[config.mk]
export PLATFORM = sky130hd
export DESIGN_NAME = text_visible_byte_filter_flat
export DESIGN_NICKNAME = d
export VERILOG_FILES = /design/src/hdl/tvbf_pkg.sv /design/src/hdl/tvbf_ifs.sv /design/src/hdl/tvbf_format.sv /design/src/hdl/tvbf_emit.sv /design/src/hdl/text_visible_byte_filter.sv /design/src/flat_wrapper.sv
export SDC_FILE = /design/constraint.sdc
export NUM_CORES = 1
export LEC_CHECK = 0
export BUFFER_PORTS_ARGS = -buffer_cell sky130_fd_sc_hd__buf_2
export CAP_MARGIN = 20
export CELL_PAD_IN_SITES_DETAIL_PLACEMENT = 1
export CELL_PAD_IN_SITES_GLOBAL_PLACEMENT = 1
export CORE_ASPECT_RATIO = 0.75
export CORE_MARGIN = 2
export CORE_UTILIZATION = 40
export DETAILED_ROUTE_END_ITERATION = 8
export GPL_TIMING_DRIVEN = 0
export HOLD_SLACK_MARGIN = 0.08
export MAX_ROUTING_LAYER = met4
export PLACE_DENSITY = 0.66
export SKIP_LAST_GASP = 1
export SYNTH_ARGS = -nofsm -noshare
export SYNTH_HDL_FRONTEND = slang
export SYNTH_HIERARCHICAL = 1
export SYNTH_SLANG_ARGS = --single-unit
[constraint.sdc]
create_clock -name clk -period 5.4 [get_ports clk]
set_input_delay 0.27 -clock clk [delete_from_list [all_inputs] [get_ports clk]]
set_output_delay 0.27 -clock clk [all_outputs]
set_load 0.01 [all_outputs]
[src/hdl/tvbf_pkg.sv]
// tvbf_pkg: shared constants and types for the visible text byte filter
// no dependencies; used by the config interface and every module of the block

package tvbf_pkg;

	// default width of the line number in decimal digits
	localparam int NUMBER_DIGITS_DEF = 6;

	// configuration register indexes
	localparam int CFG_IDX_W = 3;
	localparam logic [CFG_IDX_W-1:0] CFG_SQUEEZE_BLANK    = 3'd0;
	localparam logic [CFG_IDX_W-1:0] CFG_NUMBER_LINES     = 3'd1;
	localparam logic [CFG_IDX_W-1:0] CFG_NUMBER_NONBLANK  = 3'd2;
	localparam logic [CFG_IDX_W-1:0] CFG_SHOW_ENDS        = 3'd3;
	localparam logic [CFG_IDX_W-1:0] CFG_SHOW_TABS        = 3'd4;
	localparam logic [CFG_IDX_W-1:0] CFG_SHOW_NONPRINTING = 3'd5;

	// character codes
	localparam logic [7:0] CH_NL     = 8'h0A;
	localparam logic [7:0] CH_TAB    = 8'h09;
	localparam logic [7:0] CH_SPACE  = 8'h20;
	localparam logic [7:0] CH_ZERO   = 8'h30;
	localparam logic [7:0] CH_CARET  = 8'h5E;
	localparam logic [7:0] CH_I      = 8'h49;
	localparam logic [7:0] CH_M      = 8'h4D;
	localparam logic [7:0] CH_DASH   = 8'h2D;
	localparam logic [7:0] CH_DOLLAR = 8'h24;
	localparam logic [7:0] CH_QMARK  = 8'h3F;
	localparam logic [6:0] CH_DEL7   = 7'h7F;
	localparam logic [6:0] CTRL_LIMIT = 7'h20;
	localparam logic [6:0] CTRL_FLIP  = 7'h40;
	localparam logic [3:0] BCD_NINE   = 4'd9;

	// bytes the body of one item can expand to (M - ^ x)
	localparam int BODY_MAX = 4;

	typedef struct packed {
		logic squeeze_blank;
		logic number_lines;
		logic number_nonblank_only;
		logic show_ends;
		logic show_tabs;
		logic show_nonprinting;
	} cfg_t;

endpackage

[src/hdl/tvbf_ifs.sv]
// tvbf_ifs: valid/ready channel interfaces for input items, result items and config writes
// depends on tvbf_pkg for the register index width

interface tvbf_in_if;
	logic       valid;
	logic       ready;
	logic [7:0] data_byte;
	logic       file_start;

	modport source (output valid, data_byte, file_start, input ready);
	modport sink (input valid, data_byte, file_start, output ready);
endinterface

interface tvbf_out_if;
	logic       valid;
	logic       ready;
	logic [7:0] out_byte;
	logic       last;

	modport source (output valid, out_byte, last, input ready);
	modport sink (input valid, out_byte, last, output ready);
endinterface

interface tvbf_cfg_if import tvbf_pkg::*; ();
	logic                 valid;
	logic                 ready;
	logic [CFG_IDX_W-1:0] index;
	logic                 data;

	modport source (output valid, index, data, input ready);
	modport sink (input valid, index, data, output ready);
endinterface

[src/hdl/tvbf_format.sv]
// tvbf_format: combinational expansion of one input byte into its output byte run
// and the next line state; depends on tvbf_pkg

module tvbf_format import tvbf_pkg::*; #(
	parameter int NUMBER_DIGITS = NUMBER_DIGITS_DEF,
	parameter int MAX_RES = NUMBER_DIGITS + 5,
	parameter int CNT_W = $clog2(MAX_RES + 1)
) (
	input  cfg_t                            cfg,
	input  logic [7:0]                      data_byte,
	input  logic                            file_start,
	input  logic                            after_nl,
	input  logic                            blank_seen,
	input  logic [4*NUMBER_DIGITS-1:0]      line_cnt,
	output logic [MAX_RES-1:0][7:0]         res_bytes,
	output logic [CNT_W-1:0]                res_cnt,
	output logic                            after_nl_nxt,
	output logic                            blank_seen_nxt,
	output logic [4*NUMBER_DIGITS-1:0]      line_cnt_nxt
);

	localparam int ND = NUMBER_DIGITS;

	logic                       an_e;
	logic                       bs_e;
	logic [4*ND-1:0]            cnt_e;
	logic [4*ND-1:0]            cnt_inc;
	logic                       is_nl;
	logic                       is_tab;
	logic                       squeezed;
	logic                       do_num;
	logic [ND:0][7:0]           pre;
	logic [BODY_MAX-1:0][7:0]   body;
	logic [2:0]                 blen;
	logic [6:0]                 c7;
	logic                       ctrl;
	logic [7:0]                 p0;
	logic [7:0]                 p1;
	logic [1:0]                 plen;

	// file start acts before this byte
	assign an_e  = file_start | after_nl;
	assign bs_e  = ~file_start & blank_seen;
	assign cnt_e = file_start ? '0 : line_cnt;

	assign is_nl  = (data_byte == CH_NL);
	assign is_tab = (data_byte == CH_TAB);

	assign squeezed = an_e & cfg.squeeze_blank & is_nl & bs_e;
	assign do_num   = an_e & cfg.number_lines & (~cfg.number_nonblank_only | ~is_nl)
		& ~squeezed;

	assign after_nl_nxt   = is_nl;
	assign blank_seen_nxt = (an_e & cfg.squeeze_blank) ? is_nl : bs_e;
	assign line_cnt_nxt   = do_num ? cnt_inc : cnt_e;

	// bcd increment, saturating at all nines
	always_comb begin
		logic       all9;
		logic       low9;
		logic [3:0] d;
		all9 = 1'b1;
		low9 = 1'b1;
		for (int i = 0; i < ND; i++) begin
			all9 = all9 & (cnt_e[4*i +: 4] == BCD_NINE);
		end
		for (int i = 0; i < ND; i++) begin
			d = cnt_e[4*i +: 4];
			if (!all9 && low9) begin
				cnt_inc[4*i +: 4] = (d == BCD_NINE) ? 4'd0 : d + 4'd1;
			end else begin
				cnt_inc[4*i +: 4] = d;
			end
			low9 = low9 & (d == BCD_NINE);
		end
	end

	// number prefix, leading zeros as spaces, lowest digit always shown
	always_comb begin
		logic       nz;
		logic [3:0] d;
		nz = 1'b0;
		for (int i = ND - 1; i >= 0; i--) begin
			d = cnt_inc[4*i +: 4];
			if (d == 4'd0 && !nz && i > 0) begin
				pre[ND-1-i] = CH_SPACE;
			end else begin
				nz = 1'b1;
				pre[ND-1-i] = CH_ZERO + {4'h0, d};
			end
		end
		pre[ND] = CH_TAB;
	end

	assign c7   = data_byte[6:0];
	assign ctrl = (c7 < CTRL_LIMIT) || (c7 == CH_DEL7);

	always_comb begin
		if (ctrl) begin
			p0   = CH_CARET;
			p1   = (c7 == CH_DEL7) ? CH_QMARK : {1'b0, c7 | CTRL_FLIP};
			plen = 2'd2;
		end else begin
			p0   = {1'b0, c7};
			p1   = 8'h00;
			plen = 2'd1;
		end
	end

	always_comb begin
		body = '0;
		blen = 3'd1;
		if (is_nl) begin
			if (cfg.show_ends) begin
				body[0] = CH_DOLLAR;
				body[1] = CH_NL;
				blen    = 3'd2;
			end else begin
				body[0] = CH_NL;
			end
		end else if (is_tab) begin
			if (cfg.show_tabs) begin
				body[0] = CH_CARET;
				body[1] = CH_I;
				blen    = 3'd2;
			end else begin
				body[0] = CH_TAB;
			end
		end else if (cfg.show_nonprinting) begin
			if (data_byte[7]) begin
				body[0] = CH_M;
				body[1] = CH_DASH;
				body[2] = p0;
				body[3] = p1;
				blen    = 3'd2 + {1'b0, plen};
			end else begin
				body[0] = p0;
				body[1] = p1;
				blen    = {1'b0, plen};
			end
		end else begin
			body[0] = data_byte;
		end
	end

	// the body follows the prefix when numbering, else starts at slot zero
	always_comb begin
		logic [1:0] bi;
		for (int k = 0; k < MAX_RES; k++) begin
			if (do_num) begin
				bi = 2'(k - ND - 1);
				res_bytes[k] = (k < ND + 1) ? pre[k] : body[bi];
			end else begin
				bi = 2'(k);
				res_bytes[k] = (k < BODY_MAX) ? body[bi] : 8'h00;
			end
		end
	end

	assign res_cnt = squeezed ? '0
		: ((do_num ? CNT_W'(ND + 1) : '0) + CNT_W'(blen));

endmodule

[src/hdl/tvbf_emit.sv]
// tvbf_emit: result buffer that drains one expanded byte run a byte per cycle while the output is ready
// depends on tvbf_pkg and the tvbf_out_if interface

module tvbf_emit import tvbf_pkg::*; #(
	parameter int MAX_RES = NUMBER_DIGITS_DEF + 5,
	parameter int CNT_W = $clog2(MAX_RES + 1)
) (
	input  logic                    clk,
	input  logic                    arst_n,
	input  logic                    load,
	input  logic [MAX_RES-1:0][7:0] load_bytes,
	input  logic [CNT_W-1:0]        load_cnt,
	output logic                    can_load,
	tvbf_out_if.source              out_ch
);

	logic [MAX_RES-1:0][7:0] buf_q;
	logic [CNT_W-1:0]        rem_q;
	logic                    fire;

	assign fire = out_ch.valid & out_ch.ready;

	// free now, or the last byte leaves this cycle
	assign can_load = (rem_q == '0) || ((rem_q == CNT_W'(1)) && out_ch.ready);

	always_ff @(posedge clk or negedge arst_n) begin
		if (!arst_n) begin
			rem_q <= '0;
		end else if (load) begin
			rem_q <= load_cnt;
		end else if (fire) begin
			rem_q <= rem_q - CNT_W'(1);
		end
	end

	always_ff @(posedge clk) begin
		if (load) begin
			buf_q <= load_bytes;
		end else if (fire) begin
			buf_q <= {8'h00, buf_q[MAX_RES-1:1]};
		end
	end

	assign out_ch.valid    = (rem_q != '0);
	assign out_ch.out_byte = buf_q[0];
	assign out_ch.last     = (rem_q == CNT_W'(1));

	a_load_only_when_free: assert property (@(posedge clk) disable iff (!arst_n)
		load |-> (rem_q == '0) || ((rem_q == CNT_W'(1)) && out_ch.ready))
		else $error("result buffer overwritten before drained");

	a_run_continues: assert property (@(posedge clk) disable iff (!arst_n)
		(fire && !out_ch.last) |=> out_ch.valid)
		else $error("byte run ended without last");

	a_count_steps: assert property (@(posedge clk) disable iff (!arst_n)
		(fire && !load) |=> (rem_q == $past(rem_q) - CNT_W'(1)))
		else $error("remaining count did not step down");

endmodule

[src/hdl/text_visible_byte_filter.sv]
// text_visible_byte_filter: the first output byte of an accepted item appears in the cycle after accept.
// an item expanding to n bytes holds the output until its n bytes have left; the next item is taken
// as the last byte leaves, so one item per cycle when each gives one byte and the output is ready.
// rate is set by the single result buffer that drains one byte per cycle while the output is ready.
// arst_n clears config to zero, the line count and blank memory, and sets line start.

module text_visible_byte_filter import tvbf_pkg::*; #(
	parameter int NUMBER_DIGITS = NUMBER_DIGITS_DEF
) (
	input  logic        clk,
	input  logic        arst_n,
	tvbf_in_if.sink     in_ch,
	tvbf_out_if.source  out_ch,
	tvbf_cfg_if.sink    cfg_ch
);

	localparam int MAX_RES = NUMBER_DIGITS + 5;
	localparam int CNT_W   = $clog2(MAX_RES + 1);

	cfg_t                        cfg_q;
	logic                        after_nl_q;
	logic                        blank_seen_q;
	logic [4*NUMBER_DIGITS-1:0]  line_cnt_q;

	logic                        accept;
	logic                        can_load;
	logic [MAX_RES-1:0][7:0]     res_bytes;
	logic [CNT_W-1:0]            res_cnt;
	logic                        after_nl_nxt;
	logic                        blank_seen_nxt;
	logic [4*NUMBER_DIGITS-1:0]  line_cnt_nxt;

	assign cfg_ch.ready = 1'b1;
	assign in_ch.ready  = can_load;
	assign accept       = in_ch.valid & can_load;

	always_ff @(posedge clk or negedge arst_n) begin
		if (!arst_n) begin
			cfg_q <= '0;
		end else if (cfg_ch.valid) begin
			case (cfg_ch.index)
				CFG_SQUEEZE_BLANK:    cfg_q.squeeze_blank        <= cfg_ch.data;
				CFG_NUMBER_LINES:     cfg_q.number_lines         <= cfg_ch.data;
				CFG_NUMBER_NONBLANK:  cfg_q.number_nonblank_only <= cfg_ch.data;
				CFG_SHOW_ENDS:        cfg_q.show_ends            <= cfg_ch.data;
				CFG_SHOW_TABS:        cfg_q.show_tabs            <= cfg_ch.data;
				CFG_SHOW_NONPRINTING: cfg_q.show_nonprinting     <= cfg_ch.data;
				default: ;
			endcase
		end
	end

	always_ff @(posedge clk or negedge arst_n) begin
		if (!arst_n) begin
			after_nl_q   <= 1'b1;
			blank_seen_q <= 1'b0;
			line_cnt_q   <= '0;
		end else if (accept) begin
			after_nl_q   <= after_nl_nxt;
			blank_seen_q <= blank_seen_nxt;
			line_cnt_q   <= line_cnt_nxt;
		end
	end

	tvbf_format #(
		.NUMBER_DIGITS (NUMBER_DIGITS),
		.MAX_RES       (MAX_RES),
		.CNT_W         (CNT_W)
	) u_format (
		.cfg            (cfg_q),
		.data_byte      (in_ch.data_byte),
		.file_start     (in_ch.file_start),
		.after_nl       (after_nl_q),
		.blank_seen     (blank_seen_q),
		.line_cnt       (line_cnt_q),
		.res_bytes      (res_bytes),
		.res_cnt        (res_cnt),
		.after_nl_nxt   (after_nl_nxt),
		.blank_seen_nxt (blank_seen_nxt),
		.line_cnt_nxt   (line_cnt_nxt)
	);

	tvbf_emit #(
		.MAX_RES (MAX_RES),
		.CNT_W   (CNT_W)
	) u_emit (
		.clk        (clk),
		.arst_n     (arst_n),
		.load       (accept),
		.load_bytes (res_bytes),
		.load_cnt   (res_cnt),
		.can_load   (can_load),
		.out_ch     (out_ch)
	);

endmodule
[src/flat_wrapper.sv]
// flat-port wrapper written by rule: the top's interface ports become plain ports
module text_visible_byte_filter_flat import tvbf_pkg::*;
#(
	parameter int NUMBER_DIGITS = NUMBER_DIGITS_DEF
)
  (clk, arst_n, in_ch_valid, in_ch_data_byte, in_ch_file_start, in_ch_ready, out_ch_valid, out_ch_out_byte, out_ch_last, out_ch_ready, cfg_ch_valid, cfg_ch_index, cfg_ch_data, cfg_ch_ready);
  tvbf_in_if in_ch_i ();
  tvbf_out_if out_ch_i ();
  tvbf_cfg_if cfg_ch_i ();
  input  logic clk;
  input  logic arst_n;
  input wire logic [$bits(in_ch_i.valid)-1:0] in_ch_valid;
  input wire logic [$bits(in_ch_i.data_byte)-1:0] in_ch_data_byte;
  input wire logic [$bits(in_ch_i.file_start)-1:0] in_ch_file_start;
  output wire logic [$bits(in_ch_i.ready)-1:0] in_ch_ready;
  output wire logic [$bits(out_ch_i.valid)-1:0] out_ch_valid;
  output wire logic [$bits(out_ch_i.out_byte)-1:0] out_ch_out_byte;
  output wire logic [$bits(out_ch_i.last)-1:0] out_ch_last;
  input wire logic [$bits(out_ch_i.ready)-1:0] out_ch_ready;
  input wire logic [$bits(cfg_ch_i.valid)-1:0] cfg_ch_valid;
  input wire logic [$bits(cfg_ch_i.index)-1:0] cfg_ch_index;
  input wire logic [$bits(cfg_ch_i.data)-1:0] cfg_ch_data;
  output wire logic [$bits(cfg_ch_i.ready)-1:0] cfg_ch_ready;
  assign in_ch_i.valid = in_ch_valid;
  assign in_ch_i.data_byte = in_ch_data_byte;
  assign in_ch_i.file_start = in_ch_file_start;
  assign in_ch_ready = in_ch_i.ready;
  assign out_ch_valid = out_ch_i.valid;
  assign out_ch_out_byte = out_ch_i.out_byte;
  assign out_ch_last = out_ch_i.last;
  assign out_ch_i.ready = out_ch_ready;
  assign cfg_ch_i.valid = cfg_ch_valid;
  assign cfg_ch_i.index = cfg_ch_index;
  assign cfg_ch_i.data = cfg_ch_data;
  assign cfg_ch_ready = cfg_ch_i.ready;
  text_visible_byte_filter #(.NUMBER_DIGITS(NUMBER_DIGITS)) u_core (.clk(clk), .arst_n(arst_n), .in_ch(in_ch_i), .out_ch(out_ch_i), .cfg_ch(cfg_ch_i));
endmodule
==> results.cfg, run 1 <==
[power_and_ir_drop]
peakVddDrop_v = 0.0002427
combPwrFrac_pct = 31.0
net-switching-power_mw = 1.295
p_leak_nw = 3.638
pwr_density_cell_nw_per_um2 = 459.8
p_int_mw = 2.861
p_clk_share_pct = 27.1
swShare_pct = 31.16
pwr-share-seq_pct = 41.9
total_power_mw = 4.155

[clock_tree]
cts_root_buffer = clkbuf_16
cts-buffers-inserted = 17
cts_setup_buffers = 0
clock_latency_ns = 0.43
cts.sinks = 124
cts_resized = 0
cts_tree = done
cts-htree-levels = 4
clockBufferDepth = 2
path_clk_slew_ns = 0.06
cts-hold-fix-buffers = 1

[logic_synthesis]
synth-edff-count = 88
synthArstFlopShare_pct = 29.03
ys_ff_latch = 124
synth_common_cells = mux2_2 (90), edfxtp_1 (88), nor2_1 (54)
ys_warn_count = 6
ys.flop_type = edfxtp_1
syn_avg_cell_area_um2 = 11.03
synth.area.top_cells = edfxtp_1 (33%), mux2_2 (13%), dfrtp_1 (11%), mux2_4 (4.2%), buf_4 (2.9%)
synth_cells = 717
ys_types = 78
synth_top_cell_area_share_pct = 33.41
syn_area_um2 = 7909
synth.yosys.seq_area_share_pct = 44.82
synth_top_area_cell = edfxtp_1
yosysMostFrequentCell = mux2_2

[die]
coreArea_um2 = 19380
top_level_ports = 30
start_util_pct = 40.81
dieHeight_um = 125.8
die_x_um = 166.4
die_area_um2 = 20920
fp-row-count = 44

[timing]
hold_viol_final = 0
fin_crit_sh_pct = 77.74
worst_slew_margin_rel_pct = 37.64
setup_tns_ns = 0
fmax_mhz = 238.2
period_needed_ns = 4.198
worstMarginPinSlew_ns = 0.9355
rsz0062_at_grt = no
skew_ns = 0.009515
setup_viol_count_final = 0
slew_viol_final = 0

[placed_design]
dp_hpwl_um = 16250
portBuffers = 27
gp_congestion = 0.8819

[global_routing]
grt_start_max_net_pins = 65
grt_pass1_wl_um = 35980
track_usage_pct = 23.20
overflow = 0
antenna_found_initial = 0
grt_pass1_vias = 6056

[setup_path]
crit_chain = and4b_1 -> o2111ai_1 -> nand3b_1 -> inv_2 -> clkbuf_1 -> buf_1 -> buf_8 -> ha_1 -> fa_1 -> nor2b_1 -> a32oi_1 -> o21ai_1
worstSetupEndpointType = flip-flop
cp-start-kind = flip-flop
max_stage_delay_ns = 0.55
crit_fanout = 11
required_ns = 5.70
arrival_ns = 4.49
crit_type = flip-flop to flip-flop
slowest_stage = nand3b_1

[finish]
fillers = 2129
drive_above_1_share_pct = 30.73
nets = 806
diodes = 0
area_growth_pct = 14.27

[drt]
drc_errors = 0
firstDrtPassIters = 5
drtAntennaViolNets = 0
dr_total_vias = 5954
post_drt_wl_per_cell_um = 21.82
drt_iter0_markers = 483
vias_per_cell = 5.687
drt-total-wl_um = 22850

[status]
status = finished, final reports clean

[flow_run]
timing.max_cap.violations = 0

[worst_hold_path]
min-delay-path-class = input port to flip-flop
cell families (layout without fill, tap and decap cells):
family | after synthesis | in the layout | synth area share (%)
adder cells (fa/ha/maj) | 7 | 7 | 1.202
multiplexers | 121 | 121 | 18.13
other | 2 | 17 | 0.09496
AO/OA/AOI/OAI | 122 | 122 | 10.11
flip-flops | 124 | 124 | 44.82
buffers and inverters | 88 | 150 | 6.186
XOR/XNOR | 23 | 23 | 2.547
AND/OR/NAND/NOR | 230 | 230 | 16.91
worst paths after layout:
path | from | endpoint | slack, ns | cells after the start
setup / recovery | u_core/blank_seen_q$_DFFE_PN0P_ | u_core/u_emit/rem_q[1]$_DFFE_PN0P_ | 1.20 | 12
hold / removal | cfg_ch_data | u_core/cfg_q[1]$_DFFE_PN0P_ | 0.16 | 2
setup reg to reg | u_core/blank_seen_q$_DFFE_PN0P_ | u_core/u_emit/rem_q[1]$_DFFE_PN0P_ | 1.20 | 12
hold reg to reg | u_core/line_cnt_q[16]$_DFFE_PN0P_ | u_core/line_cnt_q[16]$_DFFE_PN0P_ | 0.50 | 1
max in group asynchronous | arst_n | u_core/line_cnt_q[1]$_DFFE_PN0P_ | 4.29 | 2
min in group asynchronous | arst_n | u_core/line_cnt_q[15]$_DFFE_PN0P_ | 0.53 | 2
critical path: cells and delay by family (launching register included):
family	cells	cell delay, ns
buffers and inverters	4	1.68
and+or+nand+nor	3	0.92
adders and majority gates	2	0.63
AOI/OAI and AO/OA	3	0.44
DFF	1	0.40
placed cells by master, fill, tap and decap left out, drive strengths merged, types with 19 or more instances in the layout:
cell,instances
mux2,112
edfxtp,88
buf,82
nor2,54
nand2,45
clkbuf,41
o21ai,39
dfrtp,35
a21oi,33
nand3,19
metal layers:
layer | vias to the layer above | global-route usage [%] | part of all wire (%)
met5 | - | - | 0
met4 | 0 | 5.832 | 1.4
met3 | 30 | 4.494 | 5.0
met2 | 175 | 32.79 | 43
met1 | 3024 | 34.15 | 51
li1 | 2725 | - | -
power groups by stage:
stage / clock, mW / combinational (mW) / sequential (mW)
detailed placement: 0 / 1.27 / 1.75
global route: 1.19 / 1.39 / 1.78
CTS: 1.14 / 1.29 / 1.74
finish: 1.13 / 1.29 / 1.74
floorplan: 0 / 0.916 / 1.69
global placement: 0 / 1.21 / 1.77
flip-flops by register name (all words and copies together) (netlist names):
register and cells:
u_core/u_emit/buf_q 80, u_core/u_emit/out_ch.out_byte 8, u_core/cfg_q 6, u_core/blank_seen_q 1, u_core/after_nl_q 1, u_core/u_emit/rem_q 4
u_core/line_cnt_q 24
layout make-up:
class / instances / area (µm²) / area share [%]
timing repair buffer: 30 / 187.7 / 2.077
tap: 253 / 316.6 / 3.503
inverter: 15 / 56.30 / 0.6230
clock inverter: 11 / 120.1 / 1.329
buffer: 73 / 432.9 / 4.790
clock buffer: 21 / 440.4 / 4.873
multi-input combinational: 520 / 3939 / 43.58
sequential: 124 / 3545 / 39.22
through the flow:
stage / hold slack (ns) / utilization [%] / worst slack, ns / instance area (µm²) / std cells
2_1_floorplan: -0.02559 / - / 1.119 / 7965 / 732
3_3_place_gp: 0.4587 / 43.43 / 0.01402 / 8417 / 1012
3_5_place_dp: 0.4816 / 43.69 / 1.081 / 8467 / 1014
4_1_cts: 0.1462 / 46.64 / 1.186 / 9037 / 1047
5_1_grt: 0.1649 / 46.64 / 0.9705 / 9037 / 1047
6_report: 0.1621 / 46.64 / 1.202 / 9037 / 1047
Power figures use the tool's default switching activity.
==> run 2, diff against run 1 <==
--- a/config.mk
+++ b/config.mk
@@ -5,6 +5,7 @@
 export SDC_FILE = /design/constraint.sdc
 export NUM_CORES = 1
 export LEC_CHECK = 0
+export ABC_AREA = 1
 export BUFFER_PORTS_ARGS = -buffer_cell sky130_fd_sc_hd__buf_2
 export CAP_MARGIN = 20
 export CELL_PAD_IN_SITES_DETAIL_PLACEMENT = 1
@@ -16,7 +17,7 @@
 export GPL_TIMING_DRIVEN = 0
 export HOLD_SLACK_MARGIN = 0.08
 export MAX_ROUTING_LAYER = met4
-export PLACE_DENSITY = 0.66
+export PLACE_DENSITY = 0.74
 export SKIP_LAST_GASP = 1
 export SYNTH_ARGS = -nofsm -noshare
 export SYNTH_HDL_FRONTEND = slang
==> constraint.sdc (replaced) <==
create_clock -name clk -period 3.6 [get_ports clk]
set_input_delay 0.18 -clock clk [delete_from_list [all_inputs] [get_ports clk]]
set_output_delay 0.18 -clock clk [all_outputs]
set_load 0.01 [all_outputs]
==> run 2 against run 1 <==
  * First-iteration DRC count rose by 12%
  * Sequential share of layout area barely moved
  * Largest cell class unchanged
  * Combinational power rose by 59%
  * Register-to-register slack got worse by 0.83 ns
  * Clock-buffer cell count fell by 3
  * Worst hold slack got worse by 0.056 ns
  * Critical endpoint is now u_core/u_emit/rem_q[2]$_DFFE_PN0P_
==> results.cfg, run 2 <==
[status]
status = finished, final reports clean

[setup_path]
worstSetupEndpointType = flip-flop
required_ns = 3.90
crit_top_cell = nand2_1
cp-start-kind = flip-flop
path_buf_inv = 3
crit_type = flip-flop to flip-flop
slowest_stage = dfstp_2
crit_family = simple AND/OR/NAND/NOR gates
crit_fanout = 18
crit_chain = o21a_1 -> nand2_1 -> nor2_1 -> nor2_1 -> buf_2 -> buf_2 -> ha_1 -> fa_1 -> xor2_1 -> nand2_1 -> inv_1 -> nor2_1 -> a21oi_1 -> nand2_1 -> nand2_1
max_stage_delay_ns = 0.54
arrival_ns = 3.53

[placed_design]
portBuffers = 28
gp_congestion = 0.9241
dp_hpwl_um = 17970

[logic_synthesis]
ys_warn_count = 6
synth_cells = 1058
syn_area_um2 = 7868
ys.flop_type = edfxtp_1
ys_types = 50
syn_avg_cell_area_um2 = 7.436
synth_common_cells = nand2_1 (479), nor2_1 (91), edfxtp_1 (88)
synth-edff-count = 88
synth.yosys.seq_area_share_pct = 45.05
yosysMostFrequentCell = nand2_1
synth.area.top_cells = edfxtp_1 (34%), nand2_1 (23%), dfrtp_1 (11%), nor2_1 (4.3%), o21ai_0 (4.1%)
synthArstFlopShare_pct = 29.03
ys_ff_latch = 124
synth_top_cell_area_share_pct = 33.59
synth_top_area_cell = edfxtp_1

[timing]
rsz0062_at_grt = no
hold_slack_ns = 0.1057
period_needed_ns = 3.229
worstMarginPinSlew_ns = 0.9128
hold_viol_final = 0
skew_ns = 0.01074
setup_viol_count_final = 0
worst_slew_margin_rel_pct = 39.15
fmax_mhz = 309.7
fin_crit_sh_pct = 89.69
slew_viol_final = 0

[finish]
nets = 1151
top_register = u_core/u_emit/buf_q
area_growth_pct = 14.89
multi_input_area_um2 = 3572
diodes = 0
mostFrequentLayoutCells = nand2_1 (479), nor2_1 (91), edfxtp_1 (88)
fillers = 2429
mostFrequentLayoutCell = nand2_1
largest_register_ffs = 80
utilization_pct = 46.78
regArea_um2 = 3545
drive_above_1_share_pct = 15.28

[global_routing]
antenna_found_initial = 0
grt_pass1_vias = 7010
track_usage_pct = 24.83
grt_pass1_wl_um = 38690
grt_start_max_net_pins = 63
overflow = 0

[clock_tree]
cts_setup_buffers = 0
cts_resized = 0
cts.sinks = 124
clock_latency_ns = 0.42
cts-htree-levels = 4
cts-buffers-inserted = 17
clockBufferDepth = 2
cts_root_buffer = clkbuf_16
cts-hold-fix-buffers = 5
path_clk_slew_ns = 0.06
cts_tree = done

[drt]
drt_iter0_markers = 539
drt-total-wl_um = 24300
dr_total_vias = 7042
post_drt_wl_per_cell_um = 17.46
drtAntennaViolNets = 0
firstDrtPassIters = 4
vias_per_cell = 5.059
drc_errors = 0

[die]
start_util_pct = 40.71
fp-row-count = 44
die_x_um = 165.9
top_level_ports = 30
coreArea_um2 = 19320
die_area_um2 = 20820
dieHeight_um = 125.5

[power_and_ir_drop]
p_leak_nw = 4.405
peakVddDrop_v = 0.0006489
pwr_density_cell_nw_per_um2 = 704.8

[worst_hold_path]
min-delay-path-class = input port to flip-flop

[flow_run]
timing.max_cap.violations = 0
[run 2: cell types whose count changed after synthesis, sizes merged, moves of 13 or more]
cell / change
nand2: +444
buf: +13
nand3: +23
inv: +72
mux2: -112
nor2b: -17
o21ai: +29
xnor2: -16
and2: -14
a21oi: -23
clkbuf: -15
nor2: +51
[run 2: tightest hold or removal path: cells and delay by family]
kind	cells	cell delay, ns
simple gates	3	0.20
buf+inv	1	0.11
[run 2: cells by family after synthesis]
logic type | share of synthesized area, %
and+or+nand+nor | 35.50
buffers and inverters | 10.32
DFF | 45.05
AOI/OAI and AO/OA | 7.268
adders and majority gates | 1.209
xor gates and xnor gates | 0.5566
other | 0.09546
[run 2: path summary, 6_finish.rpt]
check / start / end / slack (ns) / depth (start not counted)
setup / recovery: u_core/after_nl_q$_DFFE_PN1P_ / u_core/u_emit/rem_q[2]$_DFFE_PN0P_ / 0.37 / 15
hold / removal: cfg_ch_index[1] / u_core/cfg_q[0]$_DFFE_PN0P_ / 0.11 / 4
setup reg to reg: u_core/after_nl_q$_DFFE_PN1P_ / u_core/u_emit/rem_q[2]$_DFFE_PN0P_ / 0.37 / 15
hold reg to reg: u_core/line_cnt_q[6]$_DFFE_PN0P_ / u_core/line_cnt_q[6]$_DFFE_PN0P_ / 0.48 / 2
max in group asynchronous: arst_n / u_core/line_cnt_q[8]$_DFFE_PN0P_ / 2.59 / 2
min in group asynchronous: arst_n / u_core/blank_seen_q$_DFFE_PN0P_ / 0.43 / 2
[run 2: stage by stage]
| step | TNS (ns) | std cells | cell area, µm² | power (mW) | worst slack, ns |
|---|---|---|---|---|---|
| after floorplan | 0 | 1073 | 7924 | 3.941 | 0.6605 |
| after global placement | -0.02539 | 1354 | 8381 | 4.596 | -0.01920 |
| after detailed placement | 0 | 1355 | 8413 | 4.669 | 0.001431 |
| after CTS | 0 | 1392 | 9039 | 6.420 | 0.3983 |
| after global routing | 0 | 1392 | 9039 | 6.791 | 0.1610 |
| final | 0 | 1392 | 9039 | 6.370 | 0.3710 |
[run 2: metal layers]
metal,vias up,share of wire (%),global-route usage (%)
met5,-,0,-
met4,0,0.91,5.422
met3,17,4.7,3.640
met2,145,44,37.15
met1,3426,51,35.81
li1,3454,-,-
[run 2: cell type report]
class	count	area share [%]
tap	253	3.502
buffer	71	5.205
timing repair buffer	34	2.409
clock buffer	18	4.748
inverter	89	3.779
clock inverter	14	1.620
sequential	124	39.22
multi-input combinational	789	39.52
[run 2: power by group]
group          internal, mW  leakage (nW)  switching, mW
Combinational         0.646          2.78           1.41
Clock                  1.02         0.268          0.681
Sequential             2.39          1.36          0.228
Total                  4.05          4.41           2.32
==> run 3, diff against run 2 <==
--- a/config.mk
+++ b/config.mk
@@ -5,19 +5,17 @@
 export SDC_FILE = /design/constraint.sdc
 export NUM_CORES = 1
 export LEC_CHECK = 0
-export ABC_AREA = 1
 export BUFFER_PORTS_ARGS = -buffer_cell sky130_fd_sc_hd__buf_2
 export CAP_MARGIN = 20
 export CELL_PAD_IN_SITES_DETAIL_PLACEMENT = 1
 export CELL_PAD_IN_SITES_GLOBAL_PLACEMENT = 1
 export CORE_ASPECT_RATIO = 0.75
-export CORE_MARGIN = 2
 export CORE_UTILIZATION = 40
 export DETAILED_ROUTE_END_ITERATION = 8
 export GPL_TIMING_DRIVEN = 0
 export HOLD_SLACK_MARGIN = 0.08
 export MAX_ROUTING_LAYER = met4
-export PLACE_DENSITY = 0.74
+export PLACE_DENSITY = 0.69
 export SKIP_LAST_GASP = 1
 export SYNTH_ARGS = -nofsm -noshare
 export SYNTH_HDL_FRONTEND = slang
==> run 3 against run 2 <==
  * Worst hold slack gained 0.061 ns
  * Combinational power shrank 4%
  * Flip-flop and latch count is the same
  * Critical endpoint is now u_core/u_emit/buf_q[36]$_DFFE_PP_
  * Via count shrank 15%
  * Clock-buffer cell count grew 9
  * Highest routed layer unchanged
  * Critical path depth shrank 8
==> results.cfg, run 3 (synthesis gave the netlist of run 1 again) <==
[setup_path]
r2r-end = u_core/u_emit/buf_q[36]$_DFFE_PP_
required_ns = 3.77
reg2reg_depth = 7
worstSetupEndpointType = flip-flop
r2r_slack_ns = 0.17
max_stage_delay_ns = 0.68
crit_type = flip-flop to flip-flop
crit_family = simple AND/OR/NAND/NOR gates
crit_fanout = 8
arrival_ns = 3.61
path_buf_inv = 0
r2r-start = u_core/line_cnt_q[1]$_DFFE_PN0P_
crit_chain = nor3b_1 -> nand4_2 -> a211oi_1 -> mux2i_1 -> and4_4 -> a31oi_2 -> mux2_2
slowest_stage = a211oi_1
cp-start-kind = flip-flop

[global_routing]
overflow = 0
track_usage_pct = 24.23
grt_pass1_vias = 6070
antenna_found_initial = 0
grt_pass1_wl_um = 35180
grt_start_max_net_pins = 66

[finish]
mostFrequentLayoutCell = mux2_2
largest_register_ffs = 80
nets = 812
drive_above_1_share_pct = 31.25
diodes = 0
area_growth_pct = 15.65
mostFrequentLayoutCells = mux2_2 (90), edfxtp_1 (88), nor2_1 (54)
top_register = u_core/u_emit/buf_q
fin_cells = 1053

[drt]
drtAntennaViolNets = 0
firstDrtPassIters = 5
drc_errors = 0
dr_total_vias = 5961
drt_iter0_markers = 531
post_drt_wl_per_cell_um = 21.86
drt-total-wl_um = 23020
vias_per_cell = 5.661

[clock_tree]
cts.sinks = 124
clock_latency_ns = 0.42
clockBufferDepth = 2
cts-htree-levels = 4
cts_tree = done
cts-buffers-inserted = 17
cts_root_buffer = clkbuf_16
path_clk_slew_ns = 0.06

[die]
die_x_um = 164.4
die_area_um2 = 20340
fp-row-count = 44
top_level_ports = 30
coreArea_um2 = 19380
dieHeight_um = 123.8
start_util_pct = 40.81

[timing]
setup_viol_count_final = 0
hold_viol_final = 0
fin_ws_ns = 0.1656
rsz0062_at_grt = no
slew_viol_final = 0
period_needed_ns = 3.434
fin_crit_sh_pct = 95.40
fmax_mhz = 291.2
skew_ns = 0.01092
worstMarginPinSlew_ns = 0.9374
worst_slew_margin_rel_pct = 37.51

[placed_design]
gp_congestion = 0.9074
place_inst = 1014
post-place-ws_ns = -0.6035
portBuffers = 27
dp_hpwl_um = 16330

[worst_hold_path]
min-delay-path-class = input port to flip-flop
min_to = u_core/cfg_q[0]$_DFFE_PN0P_
holdCritStartpoint = cfg_ch_index[0]
whs_path_depth = 3

[power_and_ir_drop]
peakVddDrop_v = 0.0004030
pwr_density_cell_nw_per_um2 = 696.6
p_leak_nw = 3.703

[flow_run]
timing.max_cap.violations = 0

[status]
status = finished, final reports clean
-- run 3: cell type report --
type,count,area [µm²]
Inverter,15,57.56
Fill cell,2113,10230
Sequential cell,124,3545
Timing Repair Buffer,36,235.2
Clock inverter,5,77.57
Buffer,72,430.4
Clock buffer,27,536.8
Tap cell,253,316.6
Multi-Input combinational cell,521,3948
-- run 3: power by group --
part           internal (mW)  switching [mW]  leakage (nW)  total [mW]
sequential              2.37           0.245          1.36        2.61
combinational          0.918            1.05          2.05        1.97
clock                   1.16           0.632         0.299        1.79
total                   4.44            1.93          3.70        6.37
-- run 3: worst reg2reg max path, cell delays in order, from the launching register on --
cell and delay [ns]:
dfrtp_1 0.46, nor3b_1 0.56, nand4_2 0.38, a211oi_1 0.69
mux2i_1 0.38, and4_4 0.31, a31oi_2 0.11, mux2_2 0.30
-- run 3: how the worst max path moves through the flow --
| stage | cells after the start | start | to |
|---|---|---|---|
| floorplan | 11 | u_core/u_emit/rem_q[1]$_DFFE_PN0P_ | u_core/u_emit/buf_q[10]$_DFFE_PP_ |
| global placement | 12 | in_ch_data_byte[4] | u_core/u_emit/rem_q[1]$_DFFE_PN0P_ |
| detailed placement | 13 | in_ch_data_byte[4] | u_core/u_emit/rem_q[1]$_DFFE_PN0P_ |
| CTS | 12 | u_core/u_emit/rem_q[0]$_DFFE_PN0P_ | u_core/u_emit/buf_q[53]$_DFFE_PP_ |
| global route | 12 | u_core/u_emit/rem_q[0]$_DFFE_PN0P_ | u_core/u_emit/buf_q[12]$_DFFE_PP_ |
| finish | 7 | u_core/line_cnt_q[1]$_DFFE_PN0P_ | u_core/u_emit/buf_q[36]$_DFFE_PP_ |
-- run 3: what timing repair did --
item | CTS | global route
setup buffers | 0 | 5
gates cloned | 0 | 1
gates resized for setup | 1 | 1
hold buffers | 2 | 0
pin swaps | 0 | 2
endpoints found under the setup margin | 5 | 69
endpoints found under the hold margin | 38 | 0
-- run 3: per-layer routing --
metal  track usage [%]  share of wire, %
met1             33.48                49
met2             35.94                45
met3             4.829               5.5
met4             6.944              0.92
met5                 -                 0
-- run 3: through the flow --
step / total power [mW] / utilization [%] / hold WS (ns) / setup TNS (ns) / instance area [µm²]
after floorplan: 3.893 / - / -0.1156 / 0 / 7966
after global placement: 4.436 / 43.44 / 0.3567 / -65.44 / 8418
after detailed placement: 4.550 / 43.69 / 0.3769 / -1.994 / 8467
after CTS: 6.391 / 46.95 / 0.1367 / 0 / 9099
after global routing: 6.648 / 47.20 / 0.1854 / 0 / 9146
final: 6.371 / 47.20 / 0.1672 / 0 / 9146
